$ cat src/hw/rtl/spd_pkg.sv
// Shared types, codes and default sizes of the shortest-path engine.
// Used by every module of the block; depends on nothing.
`default_nettype none

package spd_pkg;

    localparam int NODE_FIELD_W = 10;
    localparam int WEIGHT_W     = 24;
    localparam int OUT_DIST_W   = 32;

    localparam int NODES_DEF      = 1024;
    localparam int EDGES_DEF      = 4096;
    localparam int HEAP_DEPTH_DEF = 4096;
    localparam int DIST_BITS_DEF  = 32;

    localparam logic [NODE_FIELD_W-1:0] SOURCE_RESET = 10'd1;

    typedef enum logic [1:0] {
        CMD_CLEAR    = 2'd0,
        CMD_ADD_EDGE = 2'd1,
        CMD_QUERY    = 2'd2,
        CMD_NONE     = 2'd3
    } cmd_t;

    typedef enum logic [1:0] {
        ST_REACHED       = 2'd0,
        ST_UNREACHABLE   = 2'd1,
        ST_HEAP_OVERFLOW = 2'd2,
        ST_EDGES_FULL    = 2'd3
    } status_t;

    typedef struct packed {
        cmd_t                    command;
        logic [NODE_FIELD_W-1:0] from_node;
        logic [NODE_FIELD_W-1:0] to_node;
        logic [WEIGHT_W-1:0]     edge_weight;
        logic [NODE_FIELD_W-1:0] target_node;
    } in_item_t;

    typedef struct packed {
        logic [OUT_DIST_W-1:0] distance;
        status_t               status;
    } out_item_t;

    typedef enum logic [4:0] {
        OP_NONE       = 5'd0,
        OP_LOAD       = 5'd1,
        OP_DECODE     = 5'd2,
        OP_SWEEP_HEAD = 5'd3,
        OP_SWEEP_BEST = 5'd4,
        OP_ADD_WR     = 5'd5,
        OP_POP_RD     = 5'd6,
        OP_POP_TAKE   = 5'd7,
        OP_SD_RD      = 5'd8,
        OP_SD_STEP    = 5'd9,
        OP_NODE_RD    = 5'd10,
        OP_CHECK      = 5'd11,
        OP_EDGE_RD    = 5'd12,
        OP_EDGE_TAKE  = 5'd13,
        OP_RELAX      = 5'd14,
        OP_SU_RD      = 5'd15,
        OP_SU_STEP    = 5'd16,
        OP_SU_PLACE   = 5'd17
    } dp_op_t;

    typedef struct packed {
        dp_op_t  op;
        logic    emit;
        status_t code;
    } ctrl_cmd_t;

    typedef struct packed {
        cmd_t command;
        logic sweep_last;
        logic add_oor;
        logic edges_full;
        logic query_oor;
        logic heap_empty;
        logic sd_done;
        logic stale;
        logic hit;
        logic edge_nil;
        logic improve;
        logic heap_full;
        logic su_root;
        logic su_go;
    } dp_stat_t;

endpackage

`default_nettype wire

$ cat src/hw/rtl/spd_ctrl.sv
// Controller state machine of the shortest-path engine.
// Depends on spd_pkg; drives spd_datapath through command and status structs.
`default_nettype none

module spd_ctrl (
    input  wire logic              aclk,
    input  wire logic              aresetn,
    input  wire logic              in_accept,
    input  wire logic              out_free,
    input  wire spd_pkg::dp_stat_t stat,
    output logic                   in_ready,
    output spd_pkg::ctrl_cmd_t     cmd
);

    typedef enum logic [16:0] {
        S_CLR       = 17'h00001,
        S_IDLE      = 17'h00002,
        S_DECODE    = 17'h00004,
        S_ADD       = 17'h00008,
        S_SWEEP     = 17'h00010,
        S_POP       = 17'h00020,
        S_POP_TAKE  = 17'h00040,
        S_SD_RD     = 17'h00080,
        S_SD_STEP   = 17'h00100,
        S_NODE_RD   = 17'h00200,
        S_CHECK     = 17'h00400,
        S_EDGE      = 17'h00800,
        S_EDGE_TAKE = 17'h01000,
        S_RELAX     = 17'h02000,
        S_SU        = 17'h04000,
        S_SU_STEP   = 17'h08000,
        S_RESULT    = 17'h10000
    } state_t;

    state_t           state_reg, state_next;
    spd_pkg::status_t code_reg, code_next;

    always_ff @(posedge aclk) begin
        if (!aresetn) begin
            state_reg <= S_CLR;
            code_reg  <= spd_pkg::ST_UNREACHABLE;
        end else begin
            state_reg <= state_next;
            code_reg  <= code_next;
        end
    end

    always_comb begin
        state_next = state_reg;
        code_next  = code_reg;
        in_ready   = 1'b0;
        cmd.op     = spd_pkg::OP_NONE;
        cmd.emit   = 1'b0;
        cmd.code   = code_reg;
        case (state_reg)
            S_CLR: begin
                cmd.op = spd_pkg::OP_SWEEP_HEAD;
                if (stat.sweep_last) state_next = S_IDLE;
            end
            S_IDLE: begin
                in_ready = 1'b1;
                if (in_accept) begin
                    cmd.op     = spd_pkg::OP_LOAD;
                    state_next = S_DECODE;
                end
            end
            S_DECODE: begin
                cmd.op = spd_pkg::OP_DECODE;
                case (stat.command)
                    spd_pkg::CMD_CLEAR: state_next = S_CLR;
                    spd_pkg::CMD_ADD_EDGE: begin
                        if (stat.add_oor) begin
                            state_next = S_IDLE;
                        end else if (stat.edges_full) begin
                            code_next  = spd_pkg::ST_EDGES_FULL;
                            state_next = S_RESULT;
                        end else begin
                            state_next = S_ADD;
                        end
                    end
                    spd_pkg::CMD_QUERY: begin
                        if (stat.query_oor) begin
                            code_next  = spd_pkg::ST_UNREACHABLE;
                            state_next = S_RESULT;
                        end else begin
                            state_next = S_SWEEP;
                        end
                    end
                    default: state_next = S_IDLE;
                endcase
            end
            S_ADD: begin
                cmd.op     = spd_pkg::OP_ADD_WR;
                state_next = S_IDLE;
            end
            S_SWEEP: begin
                cmd.op = spd_pkg::OP_SWEEP_BEST;
                if (stat.sweep_last) state_next = S_POP;
            end
            S_POP: begin
                if (stat.heap_empty) begin
                    code_next  = spd_pkg::ST_UNREACHABLE;
                    state_next = S_RESULT;
                end else begin
                    cmd.op     = spd_pkg::OP_POP_RD;
                    state_next = S_POP_TAKE;
                end
            end
            S_POP_TAKE: begin
                cmd.op     = spd_pkg::OP_POP_TAKE;
                state_next = S_SD_RD;
            end
            S_SD_RD: begin
                cmd.op     = spd_pkg::OP_SD_RD;
                state_next = S_SD_STEP;
            end
            S_SD_STEP: begin
                cmd.op     = spd_pkg::OP_SD_STEP;
                state_next = stat.sd_done ? S_NODE_RD : S_SD_RD;
            end
            S_NODE_RD: begin
                cmd.op     = spd_pkg::OP_NODE_RD;
                state_next = S_CHECK;
            end
            S_CHECK: begin
                cmd.op = spd_pkg::OP_CHECK;
                if (stat.stale) begin
                    state_next = S_POP;
                end else if (stat.hit) begin
                    code_next  = spd_pkg::ST_REACHED;
                    state_next = S_RESULT;
                end else begin
                    state_next = S_EDGE;
                end
            end
            S_EDGE: begin
                if (stat.edge_nil) begin
                    state_next = S_POP;
                end else begin
                    cmd.op     = spd_pkg::OP_EDGE_RD;
                    state_next = S_EDGE_TAKE;
                end
            end
            S_EDGE_TAKE: begin
                cmd.op     = spd_pkg::OP_EDGE_TAKE;
                state_next = S_RELAX;
            end
            S_RELAX: begin
                cmd.op = spd_pkg::OP_RELAX;
                if (!stat.improve) begin
                    state_next = S_EDGE;
                end else if (stat.heap_full) begin
                    code_next  = spd_pkg::ST_HEAP_OVERFLOW;
                    state_next = S_RESULT;
                end else begin
                    state_next = S_SU;
                end
            end
            S_SU: begin
                if (stat.su_root) begin
                    cmd.op     = spd_pkg::OP_SU_PLACE;
                    state_next = S_EDGE;
                end else begin
                    cmd.op     = spd_pkg::OP_SU_RD;
                    state_next = S_SU_STEP;
                end
            end
            S_SU_STEP: begin
                cmd.op     = spd_pkg::OP_SU_STEP;
                state_next = stat.su_go ? S_SU : S_EDGE;
            end
            S_RESULT: begin
                if (out_free) begin
                    cmd.emit   = 1'b1;
                    state_next = S_IDLE;
                end
            end
            default: state_next = S_CLR;
        endcase
    end

endmodule

`default_nettype wire

$ cat config.mk
export PLATFORM = sky130hd
export DESIGN_NAME = spd_ctrl
export DESIGN_NICKNAME = d
export VERILOG_FILES = /design/src/hw/rtl/spd_pkg.sv /design/src/hw/rtl/spd_ctrl.sv
export SDC_FILE = /design/constraint.sdc
export NUM_CORES = 1
export LEC_CHECK = 0
export BUFFER_PORTS_ARGS = -buffer_cell sky130_fd_sc_hd__buf_2
export CAP_MARGIN = 20
export CORE_MARGIN = 2
export CORE_UTILIZATION = 45
export DETAILED_ROUTE_END_ITERATION = 16
export PLACE_DENSITY = 0.68
export SLEW_MARGIN = 20
export SYNTH_ARGS = -nofsm -noshare
export SYNTH_HDL_FRONTEND = slang
export SYNTH_SLANG_ARGS = --single-unit
$ cat constraint.sdc
create_clock -name aclk -period 3.1 [get_ports aclk]
set_input_delay 0.62 -clock aclk [delete_from_list [all_inputs] [get_ports aclk]]
set_output_delay 0.62 -clock aclk [all_outputs]
set_load 0.03 [all_outputs]
* After elaboration in Yosys (flattened, before gate mapping) *
Cells that the tools add are included.

word-level totals
  input port bits = 19
  register bits = 19
  output and inout port bits = 9
  word-level logic and storage cells = 74

operators by class
  eq/ne operators = 32
  multiplexer cells = 36
  reductions and logical operators = 4

operator list
  cell                    count
  $pmux W17 S17           1
  $mux W17                12
  $pmux W5 S16            1
  $pmux W17 S3            1
  $ne A2 B2 Y1 const B    9
  $eq A17 B1 Y1 const B   1
  $eq A17 B10 Y1 const B  1
  $eq A17 B11 Y1 const B  1
  $eq A17 B12 Y1 const B  1
  $eq A17 B13 Y1 const B  1
  $eq A17 B14 Y1 const B  1
  $eq A17 B15 Y1 const B  1
  $eq A17 B16 Y1 const B  1
  $eq A17 B17 Y1 const B  1
  $eq A17 B2 Y1 const B   1
  $eq A17 B3 Y1 const B   1
  $eq A17 B4 Y1 const B   1
  $eq A17 B5 Y1 const B   1
  $eq A17 B6 Y1 const B   1
  $eq A17 B7 Y1 const B   1
  $eq A17 B8 Y1 const B   1
  $eq A17 B9 Y1 const B   1
  $mux W16                1
  $mux W2                 8
  other kinds (17)        22

* Longest topological paths before layout *
Gate-level depths: netlist of the first run.

  word-level depth = 4
  depth in mapped cells = 8
  gate-level depth less buffers = 6

* Worst setup path after synthesis of the first run *
Ideal clock, no wire load.

  path type = register to output
  from = register state_reg[6]
  to = output port cmd[4] (netlist bit)
  path slack = 292 ps
  required time = 2480 ps
  stages on the path, launching flop included = 8
  path buffers = 1
  arrival time = 2188 ps
  cells stage by stage = dfxtp_1 -> or4_4 -> or4_1 -> buf_2 -> or2_1 -> nor2_1 -> nor2_1 -> nand4_1

RTL lines
  item                      RTL line        source
  start: declaration        spd_ctrl.sv:35  state_t state_reg, state_next;
  start signal: assignment  spd_ctrl.sv:43  state_reg <= state_next;
  end: declaration          spd_ctrl.sv:12  output spd_pkg::ctrl_cmd_t cmd

==> results of run 1 <==
[worst max-delay path: stages, from the launching register on]
cell and delay, ns:
dfxtp_2 0.34, or4_4 0.54, or3_4 0.41, or3_4 0.41, o31ai_4 0.20, a21oi_2 0.07
o2111ai_2 0.10, buf_6 0.16
[worst min path at each step]
stage	start	end	depth (start not counted)
floorplan	state_reg[15]	state_reg[14]	2
finish	stat[8]	state_reg[6]	2
detailed placement	code_reg[0]	code_reg[0]	2
global placement	code_reg[0]	code_reg[0]	2
global route	stat[8]	state_reg[6]	2
CTS	stat[8]	state_reg[6]	2
[cell type report]
type / instances / area, µm²
Timing Repair Buffer: 41 / 257.7
Tap cell: 31 / 38.79
Clock inverter: 1 / 5.005
Multi-Input combinational cell: 137 / 945.9
Fill cell: 230 / 1046
Clock buffer: 3 / 22.52
Inverter: 7 / 26.28
Sequential cell: 19 / 391.6
[kinds of logic (layout without fill, tap and decap cells)]
logic type / count (synthesis) / in the layout / share of synthesized area
buf+inv: 10 / 52 / 0.03602
xor+xnor: 4 / 4 / 0.02727
flops: 19 / 19 / 0.2960
compound gates: 33 / 33 / 0.1918
simple gates: 100 / 100 / 0.4489
[power by group through the flow]
stage / combinational [mW] / clock [mW] / sequential [mW]
after floorplan: 0.178 / 0 / 0.265
after global placement: 0.240 / 0 / 0.268
after detailed placement: 0.244 / 0 / 0.268
after CTS: 0.254 / 0.131 / 0.262
after global routing: 0.318 / 0.142 / 0.264
final: 0.300 / 0.131 / 0.263
[per-layer routing]
| layer | wire (µm) | global-route usage | share of wire | vias to the layer above |
|---|---|---|---|---|
| li1 | - | - | - | 718 |
| met1 | 1764 | 0.3329 | 0.43 | 691 |
| met2 | 1919 | 0.3961 | 0.47 | 82 |
| met3 | 343 | 0.04762 | 0.084 | 6 |
| met4 | 55 | 0.07641 | 0.013 | 0 |
| met5 | 0 | 0 | 0 | - |
[stage by stage]
| step | instance area, µm² | hold slack [ns] |
|---|---|---|
| after floorplan | 1285 | 0.5122 |
| after global placement | 1469 | 0.5017 |
| after detailed placement | 1469 | 0.5075 |
| after CTS | 1548 | 0.4922 |
| after global routing | 1688 | 0.5121 |
| final | 1688 | 0.4963 |
[what timing repair did]
item,4_1_cts,5_1_grt
hold buffers,0,0
pin swaps,2,8
buffers inserted,4,6
resized for setup,8,26
cloned,0,0
endpoints found under the setup margin,4,5
[placed cells by master (no fill, tap or decap), drive strengths merged, types with 2 or more instances in the layout]
cell | Yosys | routed
buf | 2 | 41
nor2 | 25 | 25
dfxtp | 19 | 19
nand3 | 12 | 12
nand2 | 8 | 8
inv | 7 | 7
nor3 | 7 | 7
or4 | 7 | 7
nand3b | 6 | 6
a21oi | 6 | 6
nand4 | 5 | 5
a31oi | 5 | 5
o21ai | 5 | 5
nor4 | 5 | 5
or3 | 5 | 5
nand2b | 4 | 4
and3 | 4 | 4
or2 | 4 | 4
xor2 | 3 | 3
nor2b | 3 | 3
o32a | 3 | 3
clkbuf | 1 | 3
o211ai | 3 | 3
or4b | 2 | 2
o21a | 2 | 2
o2111ai | 2 | 2
==> flow_metrics.py, run 1 <==
metrics = {
    "outcome": {
        "status": "complete, but fails checks",
        "violations": "negative setup slack",
    },
    "logic_synthesis": {
        "synthArstFlopShare": 0,
        "synth_warnings": 0,
        "yosysMostFrequentCell": "nor2_1",
        "synth-seq-area-share": 0.2960,
        "syn_inst": 166,
        "synth_top_area_share": 0.2960,
        "syn_avg_cell_area_um2": 7.741,
        "synthFlopType": "dfxtp_1",
        "synth.distinct_cells": 46,
        "synth_edf_count": 0,
        "ys_ff_latch": 19,
        "synth_common_cells": "25 x nor2_1, 19 x dfxtp_1, 12 x nand3_1",
        "yosys.area.top_type": "dfxtp_1",
        "synth.top_cells.by_area": "dfxtp_1 30%, nor2_1 7.3%, nand3_1 4.7%, nand3b_1 3.5%, or4_1 2.9%",
        "syn-cell-area_um2": 1285,
        "syn_nets": 185,
    },
    "power": {
        "p_int_uw": 428.8,
        "peakVddDrop_v": 0.0003455,
        "leakagePower_nw": 0.7157,
        "power.switching_uw": 265.2,
        "p_sw_frac": 0.3821,
        "power_density_nw_per_um2": 411.2,
        "finalPower_uw": 694.0,
        "seq_power_share": 0.379,
        "pwr-share-clk": 0.188,
        "comb_power_share": 0.432,
    },
    "sta": {
        "final-max-slew-violation-count": 0,
        "finalSetupViolCount": 3,
        "fin_ws_ns": -0.03796,
        "max_clock_freq_ghz": 0.3187,
        "min_period_ns": 3.138,
        "tightest_slew_ns": 0.5629,
        "fin_tns_setup_ns": -0.07855,
        "maxSlewHeadroom": 0.6247,
        "finalHoldViolations": 0,
        "period_share": 1.012,
        "finClkSkew_ns": 0.003242,
        "rsz0062_at_grt": "true",
    },
    "global_routing": {
        "grt_antenna_before_repair": 0,
        "groute.usage.overall": 0.2465,
        "overflow": 0,
        "grt_max_degree": 12,
        "grt_pass1_vias": 1397,
        "grt_pass1_wl_um": 6410,
    },
    "worst_hold_path": {
        "min_path_type": "in -> reg",
    },
    "clock_network": {
        "cts_buffers": 3,
        "clock-root-buffer": "clkbuf_4",
        "clock_path_buffers": 2,
        "cts_sinks": 19,
        "cts-htree-levels": 1,
        "path_clk_slew_ns": 0.12,
        "cts_tree": "yes",
        "clock_latency_ns": 0.30,
    },
    "finish": {
        "nets": 228,
        "area_delta_synth_final_pct": 31.35,
        "layout.cells.non_filler": 239,
        "largest_register_ff_count": 17,
        "n_antenna_cell": 0,
        "finalCoreUtilization": 0.6174,
        "layout-drive-gt1-share": 0.3990,
    },
    "placement": {
        "dp_slack_ns": 0.2014,
        "dp_hpwl_um": 3021,
        "dp.cells": 225,
        "place.gp.congestion": 0.9360,
        "port_buffers": 27,
    },
    "floorplanning": {
        "die_w_um": 57.44,
        "die_h_um": 57.44,
        "rows": 19,
        "ios": 28,
        "start_util": 0.4700,
        "dieArea_um2": 3299,
        "core-area_um2": 2734,
    },
    "worst_setup_path": {
        "regToRegEndpoint": "state_reg[7]",
        "r2r-start": "state_reg[6]",
        "crit_path_end": "cmd[6]",
        "critPathLaunch": "state_reg[6]",
        "endpoint_kind": "output port",
        "r2r_slack_ns": 0.65,
        "cp_max_fo": 3,
        "critPathKind": "reg -> out",
        "start_kind": "flip-flop",
        "reg2regPathDepth": 8,
        "critPathRequiredTime_ns": 2.48,
        "critPathArrivalTime_ns": 2.52,
    },
    "route": {
        "wl_um": 4082,
        "drt.antenna.violating_nets": 0,
        "routed_via_density": 6.264,
        "dr.pass1.iters": 4,
        "drt-initial-drc-count": 92,
        "drc_errors": 0,
        "vias": 1497,
        "avgRoutedWirePerCell_um": 17.08,
    },
    "flow_run": {
        "maxCapViolCount": 0,
    },
}
Note: power is estimated with default switching activity, not from simulation.
==> inputs of run 2 (changes only) <==
--- a/config.mk
+++ b/config.mk
@@ -10,7 +10,9 @@
 export CORE_MARGIN = 2
 export CORE_UTILIZATION = 45
 export DETAILED_ROUTE_END_ITERATION = 16
-export PLACE_DENSITY = 0.68
+export HOLD_SLACK_MARGIN = 0.1
+export PLACE_DENSITY_LB_ADDON = 0.12
+export REMOVE_ABC_BUFFERS = 1
 export SLEW_MARGIN = 20
 export SYNTH_ARGS = -nofsm -noshare
 export SYNTH_HDL_FRONTEND = slang
==> run 2 against run 1 <==
Against the previous run: the run now ends clean; global-route usage up 0.51 points; critical path depth down 2; register-to-register slack improved by 0.03 ns; cell area decreased by 3.9%; hold slack better by 0.022 ns; via count is 1.7% lower; critical endpoint is now cmd[4]; largest cell class unchanged; largest power group unchanged.
==> flow_metrics.py, run 2 (synthesized netlist as in run 1, its figures left out) <==
metrics = {
    "finish": {
        "seq_area_um2": 387.9,
        "final_cell_mix": "24 x buf_2, 23 x nor2_1, 13 x dfxtp_1, 12 x nand3_1, 12 x buf_4",
        "multi_input_area_um2": 908.4,
        "final_common_cell": "buf_2",
        "layout-drive-gt1-share": 0.3512,
        "finalCoreUtilization": 0.5931,
        "n_antenna_cell": 0,
        "area_delta_synth_final_pct": 26.19,
        "nets": 225,
        "num-fill-cells": 259,
        "finalInstanceArea_um2": 1622,
        "largest_register_ff_count": 17,
    },
    "power": {
        "leakagePower_nw": 0.6927,
        "peakVddDrop_v": 0.0003236,
        "power_density_nw_per_um2": 418.1,
    },
    "sta": {
        "final-max-slew-violation-count": 0,
        "maxSlewHeadroom": 0.6112,
        "finalHoldViolations": 0,
        "min_period_ns": 3.098,
        "period_share": 0.9992,
        "tightest_slew_ns": 0.5831,
        "finClkSkew_ns": 0.01630,
        "rsz0062_at_grt": "true",
        "max_clock_freq_ghz": 0.3228,
        "finalSetupViolCount": 0,
    },
    "floorplanning": {
        "die_w_um": 57.44,
        "start_util": 0.4700,
        "rows": 19,
        "dieArea_um2": 3299,
        "core-area_um2": 2734,
        "ios": 28,
        "die_h_um": 57.44,
    },
    "clock_network": {
        "postCtsHoldBufs": 0,
        "clock_path_buffers": 2,
        "clock-root-buffer": "clkbuf_4",
        "cts_sinks": 19,
        "cts_buffers": 3,
        "cts_tree": "yes",
        "path_clk_slew_ns": 0.13,
        "cts-htree-levels": 1,
        "clock_latency_ns": 0.30,
    },
    "worst_setup_path": {
        "crit_family": "simple AND/OR/NAND/NOR gates",
        "regToRegEndpoint": "state_reg[7]",
        "cp_slowest_stage_delay_ns": 0.60,
        "reg2regPathDepth": 7,
        "critPathRequiredTime_ns": 2.48,
        "slowest_stage": "or4_4",
        "critPathKind": "reg -> out",
        "crit_chain": "or4_4, or2_2, or4_1, nand4_1, buf_6",
        "crit_buf_inv": 1,
        "endpoint_kind": "output port",
        "r2r-start": "state_reg[12]",
        "cp_max_fo": 5,
        "start_kind": "flip-flop",
        "critPathArrivalTime_ns": 2.48,
        "r2r_slack_ns": 0.68,
    },
    "placement": {
        "dpl_cell_area_um2": 1484,
        "place.gp.congestion": 0.9150,
        "port_buffers": 27,
        "dp_hpwl_um": 3044,
    },
    "outcome": {
        "status": "complete, no violations",
    },
    "global_routing": {
        "overflow": 0,
        "grt_pass1_wl_um": 6575,
        "grt_max_degree": 12,
        "grt_antenna_before_repair": 0,
        "grt_pass1_vias": 1425,
        "groute.usage.overall": 0.2516,
    },
    "worst_hold_path": {
        "hold_depth": 2,
        "worstHoldStart": "code_reg[0]",
        "min_path_type": "reg -> reg",
        "hold_end": "code_reg[0]",
    },
    "route": {
        "drc_errors": 0,
        "routed_via_density": 6.237,
        "dr.pass1.iters": 4,
        "wl_um": 3981,
        "avgRoutedWirePerCell_um": 16.87,
        "vias": 1472,
        "drt-initial-drc-count": 79,
        "drt.antenna.violating_nets": 0,
    },
    "flow_run": {
        "maxCapViolCount": 0,
    },
}
[run 2: cell count changes in the layout (fill, tap and decap cells not counted), sizes merged]
| cell | before | now |
|---|---|---|
| buf | 41 | 38 |
[run 2: metal layers]
metal | vias to the layer above | track usage | share of wire
met5 | - | 0 | 0
met2 | 60 | 0.4058 | 0.47
li1 | 716 | - | -
met4 | 0 | 0.09635 | 0.0095
met3 | 4 | 0.02494 | 0.054
met1 | 692 | 0.3454 | 0.47
[run 2: worst register-to-register path, stage by stage (launching register included)]
cell and delay, ns:
dfxtp_2 0.36, or4_4 0.58, or4_4 0.51, buf_4 0.17, nor3_2 0.19, a211oi_1 0.10, o21ai_2 0.25, nor2_1 0.11
[run 2: what timing repair did]
action	CTS	global route
gates resized for setup	12	10
endpoints found under the hold margin	0	0
pin swaps	3	1
buffers inserted	5	0
endpoints found under the setup margin	4	5
cloned	0	0
[run 2: power by group]
part | switching (mW) | internal [mW] | leakage [nW]
Clock | 0.0811 | 0.0480 | 0.0177
Sequential | 0.0114 | 0.252 | 0.157
Combinational | 0.167 | 0.119 | 0.518
Total | 0.259 | 0.419 | 0.693
[run 2: worst max path at each step]
stage                     depth (start not counted)  slack, ns          start  endpoint
after detailed placement                          7       0.16   state_reg[6]    cmd[6]
final                                             5      0.002   state_reg[1]    cmd[4]
after floorplan                                   6       0.30   state_reg[6]    cmd[5]
after global placement                            7       0.20   state_reg[6]    cmd[6]
after CTS                                         8      0.004   state_reg[6]    cmd[3]
after global routing                              7      -0.06  state_reg[12]    cmd[4]
[run 2: area by class of cell]
cell class | instances | area share
clock buffer | 3 | 0.01389
tap | 31 | 0.02392
timing repair buffer | 38 | 0.1435
sequential | 19 | 0.2392
multi-input combinational | 137 | 0.5602
clock inverter | 1 | 0.003086
inverter | 7 | 0.01620
[run 2: metrics by stage]
stage	hold slack, ns	cells	setup TNS (ns)	total power [mW]	worst slack [ns]
global placement	0.4924	227	0	0.5136	0.2006
finish	0.5183	236	0	0.6779	0.002356
CTS	0.5058	236	0	0.6601	0.004103
floorplan	0.5144	163	0	0.4337	0.2993
detailed placement	0.4961	227	0	0.5149	0.1626
global route	0.5143	236	-0.1847	0.7121	-0.06450
==> inputs of run 3 (changes only) <==
--- a/config.mk
+++ b/config.mk
@@ -13,6 +13,7 @@
 export HOLD_SLACK_MARGIN = 0.1
 export PLACE_DENSITY_LB_ADDON = 0.12
 export REMOVE_ABC_BUFFERS = 1
+export SKIP_LAST_GASP = 1
 export SLEW_MARGIN = 20
 export SYNTH_ARGS = -nofsm -noshare
 export SYNTH_HDL_FRONTEND = slang
==> constraint.sdc (replaced) <==
create_clock -name aclk -period 3.4 [get_ports aclk]
set_input_delay 0.68 -clock aclk [delete_from_list [all_inputs] [get_ports aclk]]
set_output_delay 0.68 -clock aclk [all_outputs]
set_load 0.03 [all_outputs]
==> run 3 against run 2 <==
Against the previous run: via count shrank 4.0%; die area unchanged; wire length shrank 3.3%; global-route usage about the same; flip-flop and latch count did not move.
==> flow_metrics.py, run 3 (synthesized netlist as in run 1, its figures left out) <==
metrics = {
    "outcome": {
        "status": "complete, no violations",
    },
    "clock_network": {
        "cts-htree-levels": 1,
        "clock-root-buffer": "clkbuf_4",
        "postCtsSetupBuffers": 0,
        "clock_path_buffers": 2,
        "cts_tree": "yes",
        "cts_sinks": 19,
        "clock_latency_ns": 0.32,
        "cts_buffers": 3,
        "postCtsHoldBufs": 0,
        "path_clk_slew_ns": 0.13,
    },
    "finish": {
        "final_common_cell": "buf_2",
        "nets": 215,
        "seq_area_um2": 382.9,
        "finalCoreUtilization": 0.5478,
        "multi_input_area_um2": 877.1,
        "final_cell_mix": "26 x buf_2, 25 x nor2_1, 17 x dfxtp_1, 12 x nand3_1, 8 x nand2_1",
        "finalInstanceArea_um2": 1498,
        "area_delta_synth_final_pct": 16.55,
        "num-fill-cells": 269,
        "layout-drive-gt1-share": 0.2667,
        "largest_register_ff_count": 17,
        "layout.cells.non_filler": 226,
        "n_antenna_cell": 0,
    },
    "route": {
        "routed_via_density": 6.252,
        "drt-initial-drc-count": 57,
        "avgRoutedWirePerCell_um": 17.04,
        "dr.pass1.iters": 4,
        "drc_errors": 0,
        "drt.antenna.violating_nets": 0,
        "wl_um": 3850,
        "vias": 1413,
    },
    "placement": {
        "dp_slack_ns": 0.4078,
        "dp_hpwl_um": 3068,
        "place.gp.congestion": 1.004,
        "dpl_cell_area_um2": 1446,
        "port_buffers": 27,
        "dp.cells": 222,
    },
    "worst_hold_path": {
        "hold_depth": 2,
        "hold_end": "code_reg[0]",
        "min_path_type": "reg -> reg",
        "worstHoldStart": "code_reg[0]",
    },
    "worst_setup_path": {
        "cp_slowest_stage_delay_ns": 0.59,
        "cp_max_fo": 6,
        "crit_chain": "or4_4, or4_4, or2_1, nor2_1, nor2_1, nand4_1, buf_2",
        "r2r-start": "state_reg[12]",
        "critPathRequiredTime_ns": 2.72,
        "critPathKind": "reg -> out",
        "regToRegEndpoint": "state_reg[13]",
        "critPathArrivalTime_ns": 2.60,
        "reg2regPathDepth": 6,
        "r2r_slack_ns": 1.03,
        "slowest_stage": "or4_4",
        "critPathLaunch": "state_reg[12]",
        "endpoint_kind": "output port",
        "start_kind": "flip-flop",
    },
    "global_routing": {
        "grt_max_degree": 12,
        "grt_antenna_before_repair": 0,
        "grt_pass1_wl_um": 6389,
        "groute.usage.overall": 0.2521,
        "grt_pass1_vias": 1352,
        "overflow": 0,
    },
    "floorplanning": {
        "dieArea_um2": 3299,
        "start_util": 0.4700,
        "rows": 19,
        "ios": 28,
        "die_w_um": 57.44,
        "die_h_um": 57.44,
        "core-area_um2": 2734,
    },
    "sta": {
        "tightest_slew_ns": 0.5756,
        "max_clock_freq_ghz": 0.3050,
        "final-max-slew-violation-count": 0,
        "finClkSkew_ns": 0.009172,
        "rsz0062_at_grt": "true",
        "fin_ws_ns": 0.1218,
        "maxSlewHeadroom": 0.6162,
        "period_share": 0.9642,
        "hold_ws_ns": 0.5239,
        "finalSetupViolCount": 0,
        "finalHoldViolations": 0,
        "fin_tns_setup_ns": 0,
        "min_period_ns": 3.278,
    },
    "flow_run": {
        "maxCapViolCount": 0,
    },
    "power": {
        "leakagePower_nw": 0.6295,
        "power_density_nw_per_um2": 395.1,
        "peakVddDrop_v": 0.0002796,
        "finalPower_uw": 591.8,
    },
}
## run 3: how the worst max path moves through the flow
stage / to / slack, ns / cells past startpoint
6_report: cmd[4] / 0.12 / 7
2_1_floorplan: cmd[5] / 0.54 / 6
4_1_cts: cmd[6] / 0.04 / 7
5_1_grt: cmd[4] / -0.01 / 7
3_5_place_dp: cmd[6] / 0.41 / 7
3_3_place_gp: cmd[4] / 0.38 / 7
## run 3: metal layers
layer	up-vias	part of all wire	wire length (µm)	global-route usage
met5	-	0	0	0
met1	656	0.45	1727	0.3287
li1	695	-	-	-
met3	7	0.060	230	0.04535
met2	55	0.47	1820	0.4075
met4	0	0.019	72	0.1063
## run 3: area by class of cell
class,count,area share
multi-input combinational,137,0.5856
sequential,19,0.2556
timing repair buffer,28,0.09691
tap,31,0.02590
inverter,7,0.01754
clock buffer,3,0.01504
clock inverter,1,0.003342
## run 3: critical path, delay by kind of cell, from the launching register on
family	cells	cell delay (ns)
and+or+nand+nor	6	1.68
DFF	1	0.37
buffers and inverters	1	0.20
## run 3: power by group
group	switching (mW)	total [mW]	internal, mW
clock	0.0830	0.127	0.0441
sequential	0.0113	0.241	0.230
combinational	0.138	0.223	0.0855
## run 3: repair_timing
action | 4_1_cts | 5_1_grt
hold endpoints to repair | 0 | 0
gates resized for setup | 0 | 8
setup endpoints to repair | 0 | 4
